### src/hw/rtl/csl_pkg.sv
// Shared types, codes and character-class functions for the C subset lexer.
// Used by csl_front, csl_queue, csl_back and c_subset_lexer_top.
`timescale 1ns / 1ps

package csl_pkg;

    localparam int KEYWORD_CHARS = 8;
    localparam int LENGTH_BITS   = 12;
    localparam int OFFSET_BITS   = 32;
    localparam logic [LENGTH_BITS-1:0] LEN_MAX = '1;

    localparam logic [3:0] K_ID   = 4'd0;
    localparam logic [3:0] K_KW   = 4'd1;
    localparam logic [3:0] K_OP   = 4'd2;
    localparam logic [3:0] K_SEP  = 4'd3;
    localparam logic [3:0] K_INT  = 4'd4;
    localparam logic [3:0] K_CHAR = 4'd5;
    localparam logic [3:0] K_STR  = 4'd6;
    localparam logic [3:0] K_ERR  = 4'd7;
    localparam logic [3:0] K_END  = 4'd8;

    localparam logic [2:0] E_NONE   = 3'd0;
    localparam logic [2:0] E_STRAY  = 3'd1;
    localparam logic [2:0] E_OCTAL  = 3'd2;
    localparam logic [2:0] E_ESCAPE = 3'd3;
    localparam logic [2:0] E_UNTERM = 3'd4;

    localparam logic [5:0] OP_LS    = 6'd24;
    localparam logic [5:0] OP_RS    = 6'd25;
    localparam logic [5:0] OP_LS_EQ = 6'd32;
    localparam logic [5:0] OP_RS_EQ = 6'd33;

    typedef enum logic [12:0] {
        M_IDLE     = 13'h0001,
        M_IDENT    = 13'h0002,
        M_NUMBER   = 13'h0004,
        M_OP1      = 13'h0008,
        M_SHIFT    = 13'h0010,
        M_COMMENT  = 13'h0020,
        M_COMSTAR  = 13'h0040,
        M_STRING   = 13'h0080,
        M_CHOPEN   = 13'h0100,
        M_CHONE    = 13'h0200,
        M_ESC      = 13'h0400,
        M_ESCQ     = 13'h0800,
        M_ESCCLOSE = 13'h1000
    } mode_t;

    // One token descriptor as it travels from the front to the back.
    typedef struct packed {
        logic [3:0]             kind;
        logic [5:0]             code;
        logic [OFFSET_BITS-1:0] start;
        logic [LENGTH_BITS-1:0] length;
        logic [2:0]             err;
    } token_t;

    // Everything one input item produced: up to two tokens.
    typedef struct packed {
        logic   two;
        token_t first;
        token_t second;
    } entry_t;

    function automatic logic is_alpha(input logic [7:0] b);
        return (b >= 8'h61 && b <= 8'h7a) || (b >= 8'h41 && b <= 8'h5a) || b == 8'h5f;
    endfunction

    function automatic logic is_digit(input logic [7:0] b);
        return b >= 8'h30 && b <= 8'h39;
    endfunction

    function automatic logic is_space(input logic [7:0] b);
        return b == 8'h20 || (b >= 8'd9 && b <= 8'd13);
    endfunction

    // Returns {found, index}.
    function automatic logic [5:0] single_op(input logic [7:0] b);
        logic [5:0] r;
        r = 6'h00;
        case (b)
            "<": r = {1'b1, 5'd0};
            ">": r = {1'b1, 5'd1};
            "=": r = {1'b1, 5'd2};
            "!": r = {1'b1, 5'd3};
            "%": r = {1'b1, 5'd4};
            "^": r = {1'b1, 5'd5};
            "&": r = {1'b1, 5'd6};
            "*": r = {1'b1, 5'd7};
            "-": r = {1'b1, 5'd8};
            "+": r = {1'b1, 5'd9};
            "~": r = {1'b1, 5'd10};
            "|": r = {1'b1, 5'd11};
            "/": r = {1'b1, 5'd12};
            "?": r = {1'b1, 5'd13};
            default: r = 6'h00;
        endcase
        return r;
    endfunction

    function automatic logic [4:0] separator(input logic [7:0] b);
        logic [4:0] r;
        r = 5'h00;
        case (b)
            "(": r = {1'b1, 4'd0};
            ")": r = {1'b1, 4'd1};
            "[": r = {1'b1, 4'd2};
            "]": r = {1'b1, 4'd3};
            "{": r = {1'b1, 4'd4};
            "}": r = {1'b1, 4'd5};
            ",": r = {1'b1, 4'd6};
            ":": r = {1'b1, 4'd7};
            ";": r = {1'b1, 4'd8};
            default: r = 5'h00;
        endcase
        return r;
    endfunction

    // Returns {found, code} for a two-character operator.
    function automatic logic [6:0] pair_op(input logic [7:0] a, input logic [7:0] b);
        logic [6:0] r;
        r = 7'h00;
        if (b == "=")
        begin
            case (a)
                "+": r = {1'b1, 6'd14};
                "-": r = {1'b1, 6'd15};
                "*": r = {1'b1, 6'd16};
                "/": r = {1'b1, 6'd17};
                "%": r = {1'b1, 6'd18};
                "&": r = {1'b1, 6'd19};
                "^": r = {1'b1, 6'd20};
                "|": r = {1'b1, 6'd21};
                "<": r = {1'b1, 6'd26};
                ">": r = {1'b1, 6'd27};
                "=": r = {1'b1, 6'd28};
                "!": r = {1'b1, 6'd29};
                default: r = 7'h00;
            endcase
        end
        else if (a == b)
        begin
            case (a)
                "+": r = {1'b1, 6'd22};
                "-": r = {1'b1, 6'd23};
                "<": r = {1'b1, OP_LS};
                ">": r = {1'b1, OP_RS};
                "&": r = {1'b1, 6'd30};
                "|": r = {1'b1, 6'd31};
                default: r = 7'h00;
            endcase
        end
        return r;
    endfunction

    function automatic logic is_esc_letter(input logic [7:0] b);
        return b == "n" || b == 8'h27 || b == 8'h22 || b == 8'h5c || b == "a" ||
               b == "b" || b == "f" || b == "t" || b == "r" || b == "v" || b == "?";
    endfunction

    // Returns {found, keyword index} for an identifier of the given length.
    function automatic logic [4:0] keyword(input logic [8*KEYWORD_CHARS-1:0] buf_in,
                                           input logic [LENGTH_BITS-1:0] len);
        logic [4:0] r;
        logic [63:0] w;
        w = buf_in[63:0];
        r = 5'h00;
        case (len)
            12'd2:
            begin
                if (w[15:0] == {"o", "d"}) r = {1'b1, 4'd0};
                if (w[15:0] == {"f", "i"}) r = {1'b1, 4'd11};
            end
            12'd3:
            begin
                if (w[23:0] == {"r", "o", "f"}) r = {1'b1, 4'd1};
                if (w[23:0] == {"t", "n", "i"}) r = {1'b1, 4'd12};
            end
            12'd4:
            begin
                if (w[31:0] == {"e", "s", "l", "e"}) r = {1'b1, 4'd5};
                if (w[31:0] == {"o", "t", "o", "g"}) r = {1'b1, 4'd6};
                if (w[31:0] == {"d", "i", "o", "v"}) r = {1'b1, 4'd9};
                if (w[31:0] == {"r", "a", "h", "c"}) r = {1'b1, 4'd10};
                if (w[31:0] == {"g", "n", "o", "l"}) r = {1'b1, 4'd14};
            end
            12'd5:
            begin
                if (w[39:0] == {"k", "a", "e", "r", "b"}) r = {1'b1, 4'd3};
                if (w[39:0] == {"t", "r", "o", "h", "s"}) r = {1'b1, 4'd4};
                if (w[39:0] == {"e", "l", "i", "h", "w"}) r = {1'b1, 4'd15};
            end
            12'd6:
            begin
                if (w[47:0] == {"n", "r", "u", "t", "e", "r"}) r = {1'b1, 4'd2};
                if (w[47:0] == {"d", "e", "n", "g", "i", "s"}) r = {1'b1, 4'd7};
            end
            12'd8:
            begin
                if (w == {"d", "e", "n", "g", "i", "s", "n", "u"}) r = {1'b1, 4'd8};
                if (w == {"e", "u", "n", "i", "t", "n", "o", "c"}) r = {1'b1, 4'd13};
            end
            default: r = 5'h00;
        endcase
        return r;
    endfunction

endpackage

### src/hw/rtl/csl_front.sv
// Front end of the lexer: scan state machine that turns one byte per item into
// up to two token descriptors. Depends on csl_pkg.
`timescale 1ns / 1ps

module csl_front (
    input  logic              clk,
    input  logic              rst_n,
    input  logic              take,
    input  logic [7:0]        char_code,
    input  logic              end_of_stream,
    output logic              produce,
    output csl_pkg::entry_t   entry
);

    csl_pkg::mode_t mode_reg, mode_next;
    logic [7:0] pend_op_reg, pend_op_next;
    logic [8*csl_pkg::KEYWORD_CHARS-1:0] kw_reg, kw_next;
    logic [csl_pkg::OFFSET_BITS-1:0] cur_reg, cur_next, start_reg, start_next;
    logic [csl_pkg::LENGTH_BITS-1:0] len_reg, len_next, len_inc;
    logic prev_bs_reg, prev_bs_next;
    logic [1:0] dig_reg, dig_next;
    logic [2:0] perr_reg, perr_next;

    function automatic csl_pkg::token_t tok(input logic [3:0] k, input logic [5:0] c,
            input logic [csl_pkg::OFFSET_BITS-1:0] s, input logic [csl_pkg::LENGTH_BITS-1:0] l,
            input logic [2:0] e);
        csl_pkg::token_t t;
        t.kind = k;
        t.code = c;
        t.start = s;
        t.length = l;
        t.err = e;
        return t;
    endfunction

    always_comb
    begin
        logic relex;
        logic [1:0] n;
        logic [4:0] kw;
        logic [6:0] pc;
        logic [5:0] so;
        logic [4:0] sp;
        csl_pkg::token_t t0, t1, tn;
        logic [7:0] b;

        b = char_code;
        mode_next = mode_reg;
        pend_op_next = pend_op_reg;
        kw_next = kw_reg;
        cur_next = cur_reg;
        start_next = start_reg;
        len_next = len_reg;
        prev_bs_next = prev_bs_reg;
        dig_next = dig_reg;
        perr_next = perr_reg;
        len_inc = (len_reg == csl_pkg::LEN_MAX) ? len_reg : len_reg + 1'b1;
        relex = 1'b0;
        n = 2'd0;
        tn = tok(csl_pkg::K_ID, 6'd0, start_reg, len_reg, csl_pkg::E_NONE);
        t0 = tn;
        t1 = tn;
        kw = csl_pkg::keyword(kw_reg, len_reg);
        pc = csl_pkg::pair_op(pend_op_reg, b);
        so = csl_pkg::single_op(pend_op_reg);
        sp = csl_pkg::separator(b);

        if (end_of_stream)
        begin
            n = 2'd1;
            unique case (mode_reg)
                csl_pkg::M_IDENT: tn = kw[4] ?
                    tok(csl_pkg::K_KW, {2'b00, kw[3:0]}, start_reg, len_reg, csl_pkg::E_NONE) :
                    tok(csl_pkg::K_ID, 6'd0, start_reg, len_reg, csl_pkg::E_NONE);
                csl_pkg::M_NUMBER:
                    tn = tok(csl_pkg::K_INT, 6'd0, start_reg, len_reg, csl_pkg::E_NONE);
                csl_pkg::M_OP1:
                    tn = tok(csl_pkg::K_OP, {1'b0, so[4:0]}, start_reg, len_reg,
                             csl_pkg::E_NONE);
                csl_pkg::M_SHIFT:
                    tn = tok(csl_pkg::K_OP, pend_op_reg == "<" ? csl_pkg::OP_LS :
                             csl_pkg::OP_RS, start_reg, len_reg, csl_pkg::E_NONE);
                csl_pkg::M_STRING, csl_pkg::M_CHOPEN, csl_pkg::M_CHONE, csl_pkg::M_ESC,
                csl_pkg::M_ESCQ, csl_pkg::M_ESCCLOSE:
                    tn = tok(csl_pkg::K_ERR, 6'd0, start_reg, len_reg, csl_pkg::E_UNTERM);
                default: n = 2'd0;
            endcase
            if (n == 2'd1)
            begin
                t0 = tn;
                t1 = tok(csl_pkg::K_END, 6'd0, cur_reg, '0, csl_pkg::E_NONE);
                n = 2'd2;
            end
            else
            begin
                t0 = tok(csl_pkg::K_END, 6'd0, cur_reg, '0, csl_pkg::E_NONE);
                n = 2'd1;
            end
            mode_next = csl_pkg::M_IDLE;
        end
        else
        begin
            unique case (mode_reg)
                csl_pkg::M_IDLE: relex = 1'b1;
                csl_pkg::M_IDENT:
                    if (csl_pkg::is_alpha(b) || csl_pkg::is_digit(b))
                    begin
                        for (int i = 1; i < csl_pkg::KEYWORD_CHARS; i++)
                            if (len_reg == i[csl_pkg::LENGTH_BITS-1:0])
                                kw_next[8*i +: 8] = b;
                        len_next = len_inc;
                    end
                    else
                    begin
                        n = 2'd1;
                        t0 = kw[4] ?
                            tok(csl_pkg::K_KW, {2'b00, kw[3:0]}, start_reg, len_reg,
                                csl_pkg::E_NONE) :
                            tok(csl_pkg::K_ID, 6'd0, start_reg, len_reg, csl_pkg::E_NONE);
                        relex = 1'b1;
                    end
                csl_pkg::M_NUMBER:
                    if (csl_pkg::is_digit(b)) len_next = len_inc;
                    else
                    begin
                        n = 2'd1;
                        t0 = tok(csl_pkg::K_INT, 6'd0, start_reg, len_reg, csl_pkg::E_NONE);
                        relex = 1'b1;
                    end
                csl_pkg::M_OP1:
                    if (pend_op_reg == "/" && b == "*") mode_next = csl_pkg::M_COMMENT;
                    else if (pc[6] && (pc[5:0] == csl_pkg::OP_LS || pc[5:0] == csl_pkg::OP_RS))
                    begin
                        mode_next = csl_pkg::M_SHIFT;
                        len_next = len_inc;
                    end
                    else if (pc[6])
                    begin
                        n = 2'd1;
                        t0 = tok(csl_pkg::K_OP, pc[5:0], start_reg, len_inc, csl_pkg::E_NONE);
                        mode_next = csl_pkg::M_IDLE;
                    end
                    else
                    begin
                        n = 2'd1;
                        t0 = tok(csl_pkg::K_OP, {1'b0, so[4:0]}, start_reg, len_reg,
                                 csl_pkg::E_NONE);
                        relex = 1'b1;
                    end
                csl_pkg::M_SHIFT:
                    if (b == "=")
                    begin
                        n = 2'd1;
                        t0 = tok(csl_pkg::K_OP, pend_op_reg == "<" ? csl_pkg::OP_LS_EQ :
                                 csl_pkg::OP_RS_EQ, start_reg, len_inc, csl_pkg::E_NONE);
                        mode_next = csl_pkg::M_IDLE;
                    end
                    else
                    begin
                        n = 2'd1;
                        t0 = tok(csl_pkg::K_OP, pend_op_reg == "<" ? csl_pkg::OP_LS :
                                 csl_pkg::OP_RS, start_reg, len_reg, csl_pkg::E_NONE);
                        relex = 1'b1;
                    end
                csl_pkg::M_COMMENT:
                    if (b == "*") mode_next = csl_pkg::M_COMSTAR;
                csl_pkg::M_COMSTAR:
                    if (b == "/") mode_next = csl_pkg::M_IDLE;
                    else if (b != "*") mode_next = csl_pkg::M_COMMENT;
                csl_pkg::M_STRING:
                begin
                    len_next = len_inc;
                    if (b == 8'h22 && !prev_bs_reg)
                    begin
                        n = 2'd1;
                        t0 = tok(csl_pkg::K_STR, 6'd0, start_reg, len_inc, csl_pkg::E_NONE);
                        mode_next = csl_pkg::M_IDLE;
                    end
                    else prev_bs_next = (b == 8'h5c);
                end
                csl_pkg::M_CHOPEN:
                begin
                    len_next = len_inc;
                    if (b == 8'h5c)
                    begin
                        mode_next = csl_pkg::M_ESC;
                        dig_next = 2'd0;
                        perr_next = csl_pkg::E_NONE;
                    end
                    else mode_next = csl_pkg::M_CHONE;
                end
                csl_pkg::M_CHONE, csl_pkg::M_ESCQ:
                    if (b == 8'h27)
                    begin
                        n = 2'd1;
                        t0 = tok(csl_pkg::K_CHAR, 6'd0, start_reg, len_inc, csl_pkg::E_NONE);
                        mode_next = csl_pkg::M_IDLE;
                    end
                    else
                    begin
                        n = 2'd1;
                        t0 = tok(csl_pkg::K_ERR, 6'd0, start_reg, len_reg, csl_pkg::E_STRAY);
                        relex = 1'b1;
                    end
                csl_pkg::M_ESC:
                    if (b == 8'h27)
                    begin
                        len_next = len_inc;
                        if (dig_reg == 2'd0) mode_next = csl_pkg::M_ESCQ;
                        else
                        begin
                            n = 2'd1;
                            t0 = (perr_reg != csl_pkg::E_NONE) ?
                                tok(csl_pkg::K_ERR, 6'd0, start_reg, len_inc, perr_reg) :
                                tok(csl_pkg::K_CHAR, 6'd0, start_reg, len_inc, csl_pkg::E_NONE);
                            mode_next = csl_pkg::M_IDLE;
                        end
                    end
                    else
                    begin
                        len_next = len_inc;
                        if (csl_pkg::is_digit(b))
                        begin
                            dig_next = dig_reg + 2'd1;
                            if (b > "7") perr_next = csl_pkg::E_OCTAL;
                            if (dig_reg == 2'd2) mode_next = csl_pkg::M_ESCCLOSE;
                        end
                        else
                        begin
                            if (!csl_pkg::is_esc_letter(b)) perr_next = csl_pkg::E_ESCAPE;
                            mode_next = csl_pkg::M_ESCCLOSE;
                        end
                    end
                csl_pkg::M_ESCCLOSE:
                    if (b == 8'h27)
                    begin
                        n = 2'd1;
                        len_next = len_inc;
                        t0 = (perr_reg != csl_pkg::E_NONE) ?
                            tok(csl_pkg::K_ERR, 6'd0, start_reg, len_inc, perr_reg) :
                            tok(csl_pkg::K_CHAR, 6'd0, start_reg, len_inc, csl_pkg::E_NONE);
                        mode_next = csl_pkg::M_IDLE;
                    end
                    else
                    begin
                        n = 2'd1;
                        t0 = tok(csl_pkg::K_ERR, 6'd0, start_reg, len_reg, csl_pkg::E_STRAY);
                        relex = 1'b1;
                    end
                default: relex = 1'b1;
            endcase

            if (relex)
            begin
                start_next = cur_reg;
                len_next = {{(csl_pkg::LENGTH_BITS-1){1'b0}}, 1'b1};
                mode_next = csl_pkg::M_IDLE;
                if (csl_pkg::is_space(b))
                begin
                end
                else if (sp[4])
                begin
                    tn = tok(csl_pkg::K_SEP, {2'b00, sp[3:0]}, cur_reg,
                             {{(csl_pkg::LENGTH_BITS-1){1'b0}}, 1'b1}, csl_pkg::E_NONE);
                    if (n == 2'd0) t0 = tn;
                    else t1 = tn;
                    n = n + 2'd1;
                end
                else if (b == 8'h22)
                begin
                    mode_next = csl_pkg::M_STRING;
                    prev_bs_next = 1'b0;
                end
                else if (b == 8'h27) mode_next = csl_pkg::M_CHOPEN;
                else if (csl_pkg::is_digit(b)) mode_next = csl_pkg::M_NUMBER;
                else if (csl_pkg::single_op(b) != 6'h00)
                begin
                    mode_next = csl_pkg::M_OP1;
                    pend_op_next = b;
                end
                else if (csl_pkg::is_alpha(b))
                begin
                    mode_next = csl_pkg::M_IDENT;
                    kw_next[7:0] = b;
                end
            end
            cur_next = cur_reg + 1'b1;
        end

        produce = (n != 2'd0);
        entry.two = (n == 2'd2);
        entry.first = t0;
        entry.second = t1;
    end

    always_ff @(posedge clk or negedge rst_n)
    begin
        if (!rst_n)
        begin
            mode_reg <= csl_pkg::M_IDLE;
            pend_op_reg <= '0;
            cur_reg <= '0;
            start_reg <= '0;
            len_reg <= '0;
            prev_bs_reg <= 1'b0;
            dig_reg <= '0;
            perr_reg <= '0;
        end
        else if (take)
        begin
            mode_reg <= mode_next;
            pend_op_reg <= pend_op_next;
            cur_reg <= cur_next;
            start_reg <= start_next;
            len_reg <= len_next;
            prev_bs_reg <= prev_bs_next;
            dig_reg <= dig_next;
            perr_reg <= perr_next;
        end
    end

    always_ff @(posedge clk)
    begin
        if (take) kw_reg <= kw_next;
    end

endmodule

### src/hw/rtl/csl_queue.sv
// Two-entry queue of per-item token groups between front and back.
// Depends on csl_pkg.
`timescale 1ns / 1ps

module csl_queue (
    input  logic            clk,
    input  logic            rst_n,
    input  logic            push,
    input  csl_pkg::entry_t push_data,
    input  logic            pop,
    output logic            not_empty,
    output logic            full,
    output csl_pkg::entry_t head
);

    csl_pkg::entry_t mem_reg [2];
    logic wp_reg, rp_reg;
    logic [1:0] cnt_reg;

    assign not_empty = (cnt_reg != 2'd0);
    assign full = (cnt_reg == 2'd2);
    assign head = mem_reg[rp_reg];

    always_ff @(posedge clk or negedge rst_n)
    begin
        if (!rst_n)
        begin
            wp_reg <= 1'b0;
            rp_reg <= 1'b0;
            cnt_reg <= 2'd0;
        end
        else
        begin
            if (push) wp_reg <= ~wp_reg;
            if (pop) rp_reg <= ~rp_reg;
            cnt_reg <= cnt_reg + {1'b0, push} - {1'b0, pop};
        end
    end

    always_ff @(posedge clk)
    begin
        if (push) mem_reg[wp_reg] <= push_data;
    end

endmodule

### src/hw/rtl/csl_back.sv
// Back end of the lexer: serializes each token group onto the output channel
// and marks the last token of every item. Depends on csl_pkg.
`timescale 1ns / 1ps

module csl_back (
    input  logic            clk,
    input  logic            rst_n,
    input  logic            avail,
    input  csl_pkg::entry_t head,
    output logic            pop,
    output logic            valid,
    input  logic            stall,
    output csl_pkg::token_t tok,
    output logic            last
);

    logic second_reg;

    assign valid = avail;
    assign tok = second_reg ? head.second : head.first;
    assign last = second_reg || !head.two;
    assign pop = avail && !stall && last;

    always_ff @(posedge clk or negedge rst_n)
    begin
        if (!rst_n) second_reg <= 1'b0;
        else if (avail && !stall) second_reg <= !last;
    end

endmodule

### src/hw/rtl/c_subset_lexer_top.sv
// C subset lexer: one source byte or end mark per input item, token descriptors out.
// Usage:
//   Input channel (in_valid/in_stall) carries char_code and end_of_stream. Each
//   accepted item gives zero, one or two tokens on the output channel
//   (out_valid/out_stall); last_of_run marks the final token of an item.
//   Classification happens in the same cycle the byte is accepted; its tokens
//   sit in a two-entry queue and reach the outputs in the next cycle at the
//   earliest, after any tokens queued ahead of them.
//   Throughput is one byte per cycle while the queue is not full; an item with
//   two tokens holds the output for both in turn, which the queue absorbs until it fills.
//   in_stall rises only when the queue is full. When the receiver stalls the
//   current token holds steady and the queue fills, then input stalls.
//   Reset clears the scan state, offsets and queue; the lexer starts idle at
//   offset zero. The end-of-stream item flushes any open token, emits the end
//   token, and does not advance the offset.
// Depends on csl_pkg, csl_front, csl_queue, csl_back.
`timescale 1ns / 1ps

module c_subset_lexer_top (
    input  logic        clk,
    input  logic        rst_n,
    input  logic        in_valid,
    output logic        in_stall,
    input  logic [7:0]  char_code,
    input  logic        end_of_stream,
    output logic        out_valid,
    input  logic        out_stall,
    output logic [3:0]  token_kind,
    output logic [5:0]  token_code,
    output logic [31:0] token_start,
    output logic [11:0] token_length,
    output logic [2:0]  error_code,
    output logic        last_of_run
);

    logic take, produce, full, not_empty, pop;
    csl_pkg::entry_t entry, head;
    csl_pkg::token_t tok;

    assign in_stall = full;
    assign take = in_valid && !full;

    csl_front u_front (
        .clk(clk), .rst_n(rst_n), .take(take), .char_code(char_code),
        .end_of_stream(end_of_stream), .produce(produce), .entry(entry)
    );

    csl_queue u_queue (
        .clk(clk), .rst_n(rst_n), .push(take && produce), .push_data(entry),
        .pop(pop), .not_empty(not_empty), .full(full), .head(head)
    );

    csl_back u_back (
        .clk(clk), .rst_n(rst_n), .avail(not_empty), .head(head), .pop(pop),
        .valid(out_valid), .stall(out_stall), .tok(tok), .last(last_of_run)
    );

    assign token_kind = tok.kind;
    assign token_code = tok.code;
    assign token_start = tok.start;
    assign token_length = tok.length;
    assign error_code = tok.err;

endmodule

### config.mk
export PLATFORM = sky130hd
export DESIGN_NAME = c_subset_lexer_top
export DESIGN_NICKNAME = d
export VERILOG_FILES = /design/src/hw/rtl/csl_pkg.sv /design/src/hw/rtl/csl_front.sv /design/src/hw/rtl/csl_queue.sv /design/src/hw/rtl/csl_back.sv /design/src/hw/rtl/c_subset_lexer_top.sv
export SDC_FILE = /design/constraint.sdc
export NUM_CORES = 1
export LEC_CHECK = 0
export ABC_CLOCK_PERIOD_IN_PS = 8470
export BUFFER_PORTS_ARGS = -buffer_cell sky130_fd_sc_hd__buf_2
export CAP_MARGIN = 10
export CORE_MARGIN = 4
export CORE_UTILIZATION = 60
export DETAILED_ROUTE_END_ITERATION = 10
export PLACE_DENSITY = 0.88
export SLEW_MARGIN = 20
export SYNTH_ARGS = -nofsm -noshare
export SYNTH_HDL_FRONTEND = slang
export SYNTH_SLANG_ARGS = --single-unit
### constraint.sdc
create_clock -name clk -period 8.47 [get_ports clk]
set_input_delay 1.694 -clock clk [delete_from_list [all_inputs] [get_ports clk]]
set_output_delay 1.694 -clock clk [all_outputs]
set_load 0.01 [all_outputs]
## After elaboration in Yosys (flattened, before gate mapping)

Memories as Yosys holds them, arrays and structs flattened.
Cells that the tools add are included.
Widths: inputs -> output; s select.

| word-level totals | value |
|---|---|
| bits in registers | 172 |
| memory bits (writable) | 230 |
| output and inout bits | 60 |
| word-level logic and storage cells | 355 |
| memories | 1 |

Memories:

| memory | depth | bits a word | read ports | clocked after Yosys merged registers in | wr ports | line | text |
|---|---|---|---|---|---|---|---|
| u_queue.mem_reg | 2 | 115 | 1 | 0 | 1 | csl_queue.sv:16 | `csl_pkg::entry_t mem_reg [2];` |

| operators by class | value |
|---|---|
| $add $sub $neg | 6 |
| magnitude comparators | 9 |
| equal/unequal tests | 111 |
| multiplexer cells | 136 |
| bitwise gates (word level) | 9 |
| reduce and logical (&&, ||, !) cells | 63 |

Operators with widths:

| kind | count |
|---|---|
| $mux 57 | 18 |
| $pmux 57 s8 | 1 |
| $pmux 57 s5 | 1 |
| $mux 13 | 20 |
| $eq 8x6->1 const B | 30 |
| $mux 55 | 3 |
| $eq 32x31->1 const B | 5 |
| $eq 8x7->1 const B | 19 |
| $eq 64x63->1 const B | 2 |
| $eq 40x39->1 const B | 3 |
| $mux 56 | 2 |
| $mux 53 | 2 |
| $pmux 13 s8 | 1 |
| $eq 48x47->1 const B | 2 |
| $mux 12 | 8 |
| $pmux 6 s14 | 1 |
| $pmux 7 s12 | 1 |
| $mux 5 | 16 |
| $pmux 12 s5 | 1 |
| $pmux 4 s14 | 1 |
| $mux 54 | 1 |
| $eq 12x3->1 const B | 4 |
| $eq 24x23->1 const B | 2 |
| $pmux 5 s9 | 1 |
| other kinds (79) | 189 |

## Logic depth before layout (Yosys ltp)

Gate-level depths: netlist of the first run.

| depth | value |
|---|---|
| depth in word-level cells | 22 |
| mapped depth | 15 |
| mapped depth without buffers | 12 |

## Hierarchy

A second synthesis of the first run with hierarchy kept.

| second synthesis, totals | value |
|---|---|
| cell total of the unflattened synthesis | 1776 |
| area, all modules | 21219.1 µm² |

By module, submodules not included:

| module | times used | cells an instance | area an instance (µm²) |
|---|---|---|---|
| csl_front | 1 | 1330 | 11756.3 |
| csl_queue | 1 | 373 | 8653.3 |
| csl_back | 1 | 71 | 794.5 |
| c_subset_lexer_top | 1 | 2 | 15.0 |

## Worst setup path before layout of the first run

OpenSTA, ideal clock, no wires.

| timing | value |
|---|---|
| path kind | input to register |
| start point | input char_code[7] |
| end point | memory u_queue.mem_reg[0][100] in the netlist's numbering, enable pin |
| setup time | 0.576 ns |
| arrival | 8.495 ns |
| data required time | 7.894 ns |
| path slack | -0.601 ns |
| stages on the path | 11 |
| path buffers | 3 |
| cells stage by stage | clkbuf_1 > or4b_1 > buf_2 > or3_1 > clkbuf_1 > or2_2 > o21ai_1 > nor2_1 > nand4_2 > o31ai_1 > nor2_1 |

| on the way | value |
|---|---|
| word-level cells in the longest chain between the ends | 19 |
| elaborated cells on any way between the ends | 67 |
| classes of those cells | add/sub (1); order compare (8); eq/ne (18); mux (26); reduce/logical (14) |

RTL lines:

| item | line | text |
|---|---|---|
| from (decl) | c_subset_lexer_top.sv:24 | `input logic [7:0] char_code,` |
| $eq 8x8->1 | csl_pkg.sv:141 | `else if (a == b)` |
| $mux 7 | csl_pkg.sv:141 |  |
| $mux 7 | csl_pkg.sv:123 | `if (b == "=")` |
| $eq 6x5->1 | csl_front.sv:132 | `else if (pc[6] && (pc[5:0] == csl_pkg::OP_LS \|\| pc[5:0] == csl_pkg::OP_RS))` |
| $logic_or 1x1->1 | csl_front.sv:132 |  |
| $logic_and 1x1->1 | csl_front.sv:132 |  |
| $mux 1 | csl_front.sv:132 |  |
| $mux 2 | csl_front.sv:131 | `if (pend_op_reg == "/" && b == "*") mode_next = csl_pkg::M_COMMENT;` |
| (+3 left out) | - |  |
| $mux 2 | csl_front.sv:261 | `else if (sp[4])` |
| $mux 2 | csl_front.sv:258 | `if (csl_pkg::is_space(b))` |
| $mux 2 (*) | csl_front.sv:253 | `if (relex)` |
| $mux 2 (*) | csl_front.sv:68 | `if (end_of_stream)` |
| $reduce_bool 2->1 (*) | csl_front.sv:290 | `produce = (n != 2'd0);` |
| $logic_and 1x1->1 (*) | c_subset_lexer_top.sv:49 | `.clk(clk), .rst_n(rst_n), .push(take && produce), .push_data(entry),` |
| $mux 1 (*) | csl_queue.sv:42 | `if (push) mem_reg[wp_reg] <= push_data;` |
| $mux 1 (implied by the code) (*) | csl_queue.sv:42 |  |
| to (decl) | csl_queue.sv:16 |  |

Every way passes the cells marked *; elsewhere a longest branch is shown, timed or not. The select of a mux whose other input is x is not followed.

## Worst setup path after layout of the first run

| timing | value |
|---|---|
| start point | input char_code[5] |
| end point | memory u_queue.mem_reg[0][46] in the netlist's numbering, enable pin |

The elaborated chain is that of the path after synthesis.

==> results of run 1 <==
==> cell type report <==
| class | instances | area, um2 |
|---|---|---|
| repair buffers | 89 | 510 |
| inverters | 21 | 78.8 |
| well taps | 402 | 503 |
| fillers | 2124 | 10500 |
| clock buffers | 63 | 1120 |
| multi-input cells | 975 | 7570 |
| clock inverters | 8 | 101 |
| flip-flops and latches | 387 | 11100 |
==> metal layers <==
metal,part of all wire [%],vias to the layer above,track usage [%]
met5,0,-,0
met1,40,6496,36.9
li1,-,5790,-
met4,2.5,0,7.20
met3,7.6,93,4.32
met2,50,662,45.9
==> metrics by stage <==
step                      setup TNS [ps]  hold slack [ps]
after global placement                 0              478
after global routing                   0              512
final                                  0              497
after CTS                              0              492
after detailed placement               0              480
after floorplan                  -129810              457
==> worst max-delay path: stages <==
cell,delay [ps]
buf_2,320
or4b_1,650
or3_1,590
or2_2,380
o21ai_1,290
nor2_1,110
nand4_2,240
o31ai_1,280
nor2_4,830
buf_4,690
==> how the worst max path moves through the flow <==
stage,from,endpoint,slack [ps],depth (start not counted)
after floorplan,char_code[7],u_queue.mem_reg[0][100],-600,11
after global placement,char_code[5],u_queue.mem_reg[1][46],2150,10
after detailed placement,char_code[5],u_queue.mem_reg[0][41],1980,10
after CTS,char_code[5],u_queue.mem_reg[0][107],2550,10
after global routing,char_code[5],u_queue.mem_reg[1][105],2210,10
final,char_code[5],u_queue.mem_reg[0][46],2490,10
==> layout by cell type (no fill, tap or decap), drive strengths merged, types with 23 or more instances in the layout <==
master / n
a21oi: 42
buf: 89
clkbuf: 63
dfrtp: 106
edfxtp: 280
inv: 23
mux2: 104
mux4: 51
nand2: 85
nand3: 47
nand4: 24
nor2: 101
nor3: 40
nor4: 27
o21ai: 58
xnor2: 38
==> power by group through the flow <==
stage | combinational, mW | sequential, mW | clock, mW
5_1_grt | 1.34 | 2.47 | 1.74
3_5_place_dp | 1.24 | 2.47 | 0
4_1_cts | 1.25 | 2.44 | 1.66
2_1_floorplan | 0.914 | 2.38 | 0
3_3_place_gp | 1.22 | 2.45 | 0
6_report | 1.24 | 2.44 | 1.64
==> kinds of logic after synthesis <==
logic type / Yosys count / synth area share, %
xor+xnor: 58 / 2.66
simple gates: 519 / 15.7
mux: 164 / 12.8
fa+ha+maj: 9 / 0.591
buf+inv: 107 / 2.32
flops: 387 / 58.1
compound gates: 225 / 7.84
==> impl_metrics.env, run 1 <==
export IMPL_drv_slew=0
export IMPL_dieArea_um2=34700
export IMPL_p_seq_share_pct=45.8
export IMPL_cts_tree="yes"
export IMPL_r2r_end="u_queue.mem_reg[0][46]"
export IMPL_route_detailed_drc=0
export IMPL_syn_num_nets=1491
export IMPL_timing_critical_path_arrival_ps=6130
export IMPL_portBuffers=72
export IMPL_status="finished clean"
export IMPL_period_share_pct=70.6
export IMPL_synthTopCellsByCount="280 x edfxtp_1, 106 x dfrtp_1, 100 x nor2_1"
export IMPL_setup_viol=0
export IMPL_drv_cap=0
export IMPL_wl_per_cell_um=24.4
export IMPL_routed_wl_um=47400
export IMPL_ioPinCount=73
export IMPL_cts_resized=0
export IMPL_grt_usage_pct=27.0
export IMPL_firstDrtPassIters=6
export IMPL_dpl_cell_area_um2=19700
export IMPL_reg2reg_slack_ps=3180
export IMPL_ant_nets=0
export IMPL_dieWidth_um=186
export IMPL_avgSynthCellArea_um2=13.0
export IMPL_synth_seq_cells=387
export IMPL_worst_pin_slew_ps=1130
export IMPL_drive_gt1_share_pct=21.5
export IMPL_reg2regPathDepth=9
export IMPL_fin_skew_ps=17.5
export IMPL_place_inst=1873
export IMPL_hpwl_um=30800
export IMPL_p_clk_share_pct=30.8
export IMPL_clockRootBuffer="clkbuf_16"
export IMPL_h_tree_depth=2
export IMPL_worst_slack_ps=2490
export IMPL_cts_sinks=387
export IMPL_hold_class="flip-flop to flip-flop"
export IMPL_fin_util_pct=66.6
export IMPL_period_minus_slack_ps=5980
export IMPL_synth_edf_count=280
export IMPL_yosysMostFrequentCell="edfxtp_1"
export IMPL_swShare_pct=29.6
export IMPL_rows=65
export IMPL_vias_per_cell=6.70
export IMPL_rsz0062_at_grt="no"
export IMPL_core_area_um2=31500
export IMPL_power_leakage_nw=7.77
export IMPL_ys_seq_area_share_pct=58.1
export IMPL_r2r_start="u_front.pend_op_reg[4]"
export IMPL_p_sw_mw=1.58
export IMPL_dp_slack_ps=1980
export IMPL_syn_area_um2=19100
export IMPL_synthFlopType="edfxtp_1"
export IMPL_drt_iter0_markers=1579
export IMPL_cts_buffer_depth=3
export IMPL_fmax_mhz=167
export IMPL_stdcell_area_um2=21000
export IMPL_min_path_cells=1
export IMPL_yosys_warnings=0
export IMPL_crit_path_max_fanout=48
export IMPL_grt_pass1_vias=12700
export IMPL_critPathKind="primary input to flip-flop"
export IMPL_crit_required_ps=8620
export IMPL_grt_ovfl_total=0
export IMPL_hold_start="u_front.dig_reg[0]"
export IMPL_syn_to_final_growth_pct=10.0
export IMPL_clock_latency_ps=530
export IMPL_p_int_mw=3.75
export IMPL_synthDistinctLibCells=94
export IMPL_start_util_pct=60.6
export IMPL_clk_pin_slew_ps=60
export IMPL_async_flop_share_pct=27.6
export IMPL_final_cells=1945
export IMPL_antenna_found_initial=0
export IMPL_syn_instance_count=1469
export IMPL_numCtsBuffers=39
export IMPL_hold_buffers=0
export IMPL_largest_reg_flops=216
export IMPL_cp_end_kind="flip-flop"
export IMPL_dieHeight_um=186
export IMPL_hold_violations=0
export IMPL_cts_setup_buffers=0
export IMPL_combPwrFrac_pct=23.4
export IMPL_netlist_area_leader_share_pct=44.1
export IMPL_yosys_area_top_type="edfxtp_1"
export IMPL_fin_nets=1535
export IMPL_n_antenna_cell=0
export IMPL_max_slew_margin_pct=23.9
export IMPL_power_density_nw_per_um2=254
export IMPL_grt_pass1_wl_um=73100
export IMPL_vdd_drop_max_mv=0.180
export IMPL_globalplace_congestion=0.962
export IMPL_finalPower_mw=5.33
export IMPL_synth_area_top_cells="edfxtp_1 44%, dfrtp_1 14%, mux4_2 6.0%, mux2_2 5.7%, nor2_1 2.0%"
export IMPL_worst_setup_path_start_kind="primary input"
export IMPL_grt_max_degree=71
export IMPL_hold_end="u_front.dig_reg[0]"
export IMPL_num_vias=13000
No activity file was read; power rests on OpenSTA's default activity.
==> inputs of run 2 (changes only) <==
--- a/config.mk
+++ b/config.mk
@@ -5,13 +5,13 @@
 export SDC_FILE = /design/constraint.sdc
 export NUM_CORES = 1
 export LEC_CHECK = 0
-export ABC_CLOCK_PERIOD_IN_PS = 8470
+export ABC_CLOCK_PERIOD_IN_PS = 4850
 export BUFFER_PORTS_ARGS = -buffer_cell sky130_fd_sc_hd__buf_2
 export CAP_MARGIN = 10
 export CORE_MARGIN = 4
-export CORE_UTILIZATION = 60
+export CORE_UTILIZATION = 56
 export DETAILED_ROUTE_END_ITERATION = 10
-export PLACE_DENSITY = 0.88
+export PLACE_DENSITY = 0.86
 export SLEW_MARGIN = 20
 export SYNTH_ARGS = -nofsm -noshare
 export SYNTH_HDL_FRONTEND = slang
==> constraint.sdc (replaced) <==
create_clock -name clk -period 4.85 [get_ports clk]
set_input_delay 0.97 -clock clk [delete_from_list [all_inputs] [get_ports clk]]
set_output_delay 0.97 -clock clk [all_outputs]
set_load 0.01 [all_outputs]
==> impl_metrics.env, run 2 (same netlist as run 1, synthesis figures left out) <==
export IMPL_route_detailed_drc=0
export IMPL_clockRootBuffer="clkbuf_16"
export IMPL_ant_nets=0
export IMPL_setup_viol=0
export IMPL_worst_pin_slew_ps=946
export IMPL_critPathKind="flip-flop to flip-flop"
export IMPL_p_int_mw=6.61
export IMPL_core_area_um2=33500
export IMPL_cts_sinks=387
export IMPL_vdd_drop_max_mv=0.339
export IMPL_hold_violations=0
export IMPL_h_tree_depth=2
export IMPL_seq_area_um2=11100
export IMPL_multiInputGateArea_um2=7620
export IMPL_grt_use_met1_pct=35.3
export IMPL_final_common_cell="edfxtp_1"
export IMPL_p_sw_mw=2.80
export IMPL_vias_per_cell=6.59
export IMPL_hpwl_um=34100
export IMPL_status="finished clean"
export IMPL_fin_skew_ps=13.4
export IMPL_grt_ovfl_total=0
export IMPL_grt_usage_pct=27.0
export IMPL_rsz0062_at_grt="no"
export IMPL_hold_class="primary input to asynchronous set/reset pin"
export IMPL_grt_max_degree=57
export IMPL_start_util_pct=56.9
export IMPL_grt_use_met3_pct=3.69
export IMPL_combPwrFrac_pct=24.4
export IMPL_final_cell_mix="280 x edfxtp_1, 104 x dfrtp_1, 97 x nor2_1, 97 x mux2_2, 84 x nand2_1"
export IMPL_clock_latency_ps=540
export IMPL_power_leakage_nw=8.14
export IMPL_crit_path_max_fanout=24
export IMPL_cts_buffer_depth=3
export IMPL_cts_resized=0
export IMPL_firstDrtPassIters=6
export IMPL_grt_pass1_vias=13600
export IMPL_cts_setup_buffers=0
export IMPL_globalplace_congestion=0.969
export IMPL_routed_wl_um=49500
export IMPL_worst_slack_ps=531
export IMPL_final_cells=2058
export IMPL_hold_buffers=0
export IMPL_drv_slew=0
export IMPL_fin_util_pct=64.6
export IMPL_largest_reg_flops=216
export IMPL_antenna_found_initial=0
export IMPL_cts_tree="yes"
export IMPL_n_antenna_cell=0
export IMPL_period_minus_slack_ps=4320
export IMPL_num_vias=13600
export IMPL_grt_busiest_layer="met2"
export IMPL_numCtsBuffers=39
export IMPL_max_slew_margin_pct=36.8
export IMPL_swShare_pct=29.7
export IMPL_period_share_pct=89.1
export IMPL_reg2regPathDepth=9
export IMPL_fillers=2356
export IMPL_fmax_mhz=232
export IMPL_rows=67
export IMPL_dieWidth_um=193
export IMPL_fin_nets=1601
export IMPL_syn_to_final_growth_pct=13.6
export IMPL_place_inst=1986
export IMPL_cp_end_kind="flip-flop"
export IMPL_power_density_nw_per_um2=434
export IMPL_grt_pass1_wl_um=77900
export IMPL_drt_iter0_markers=1605
export IMPL_drv_cap=0
export IMPL_p_clk_share_pct=30.5
export IMPL_portBuffers=72
export IMPL_dieArea_um2=37100
export IMPL_fin_hold_ws_ps=515
export IMPL_dieHeight_um=193
export IMPL_timing_critical_path_arrival_ps=4590
export IMPL_worst_setup_path_start_kind="flip-flop"
export IMPL_grtUsageMet2_pct=46.2
export IMPL_clk_pin_slew_ps=60
export IMPL_wl_per_cell_um=24.0
export IMPL_crit_required_ps=5120
export IMPL_drive_gt1_share_pct=25.3
export IMPL_ioPinCount=73
export IMPL_p_seq_share_pct=45.1
export IMPL_dp_slack_ps=261
## run 2: cell types whose count changed in the layout (fill, tap and decap cells not counted), sizes merged
cell,before,now
clkinvlp,1,2
clkinv,4,12
clkbuf,63,56
bufinv,1,0
buf,89,155
## run 2: final cells by class
cell class | instances | share of cell area, %
Tap cell | 448 | 2.59
Sequential cell | 387 | 51.2
Clock buffer | 56 | 5.18
Clock inverter | 16 | 0.468
Multi-Input combinational cell | 975 | 35.2
Inverter | 21 | 0.364
Timing Repair Buffer | 155 | 5.01
## run 2: per-layer routing
layer	vias up	wire (um)
met3	141	3450
met4	0	1970
met2	708	24900
met1	6768	19200
li1	5937	-
met5	-	0
## run 2: critical path: stages (launching register included)
cell	delay, ps
dfrtp_1	470
nor3_1	430
nand4b_2	180
or4b_1	560
or4_4	580
a21o_1	190
o21a_2	230
nor2_4	720
buf_4	310
mux2_2	370
## run 2: path summary, 6_finish.rpt
kind / startpoint / to / slack [ps]
worst max-delay path: u_front.mode_reg[11] / u_queue.mem_reg[1][84] / 530
worst min-delay path: rst_n / u_front.mode_reg[4] / 520
worst max register to register: u_front.mode_reg[11] / u_queue.mem_reg[1][84] / 530
worst min register to register: u_front.dig_reg[0] / u_front.dig_reg[0] / 520
max in group asynchronous: rst_n / u_front.start_reg[24] / 3380
min in group clk: u_front.dig_reg[0] / u_front.dig_reg[0] / 520
## run 2: power groups by stage
stage	Combinational, mW	Sequential (mW)	Clock [mW]
floorplan	1.61	4.12	0
global placement	2.26	4.26	0
detailed placement	2.30	4.30	0
CTS	2.32	4.24	2.90
global route	2.48	4.28	3.06
finish	2.30	4.24	2.87
## run 2: metrics by stage
stage	setup TNS [ps]	total power, mW	instance area, um2
3_3_place_gp	0	6.53	20400
4_1_cts	0	9.47	21700
5_1_grt	0	9.82	21700
6_report	0	9.40	21700
3_5_place_dp	0	6.60	20400
2_1_floorplan	-50790	5.73	19200
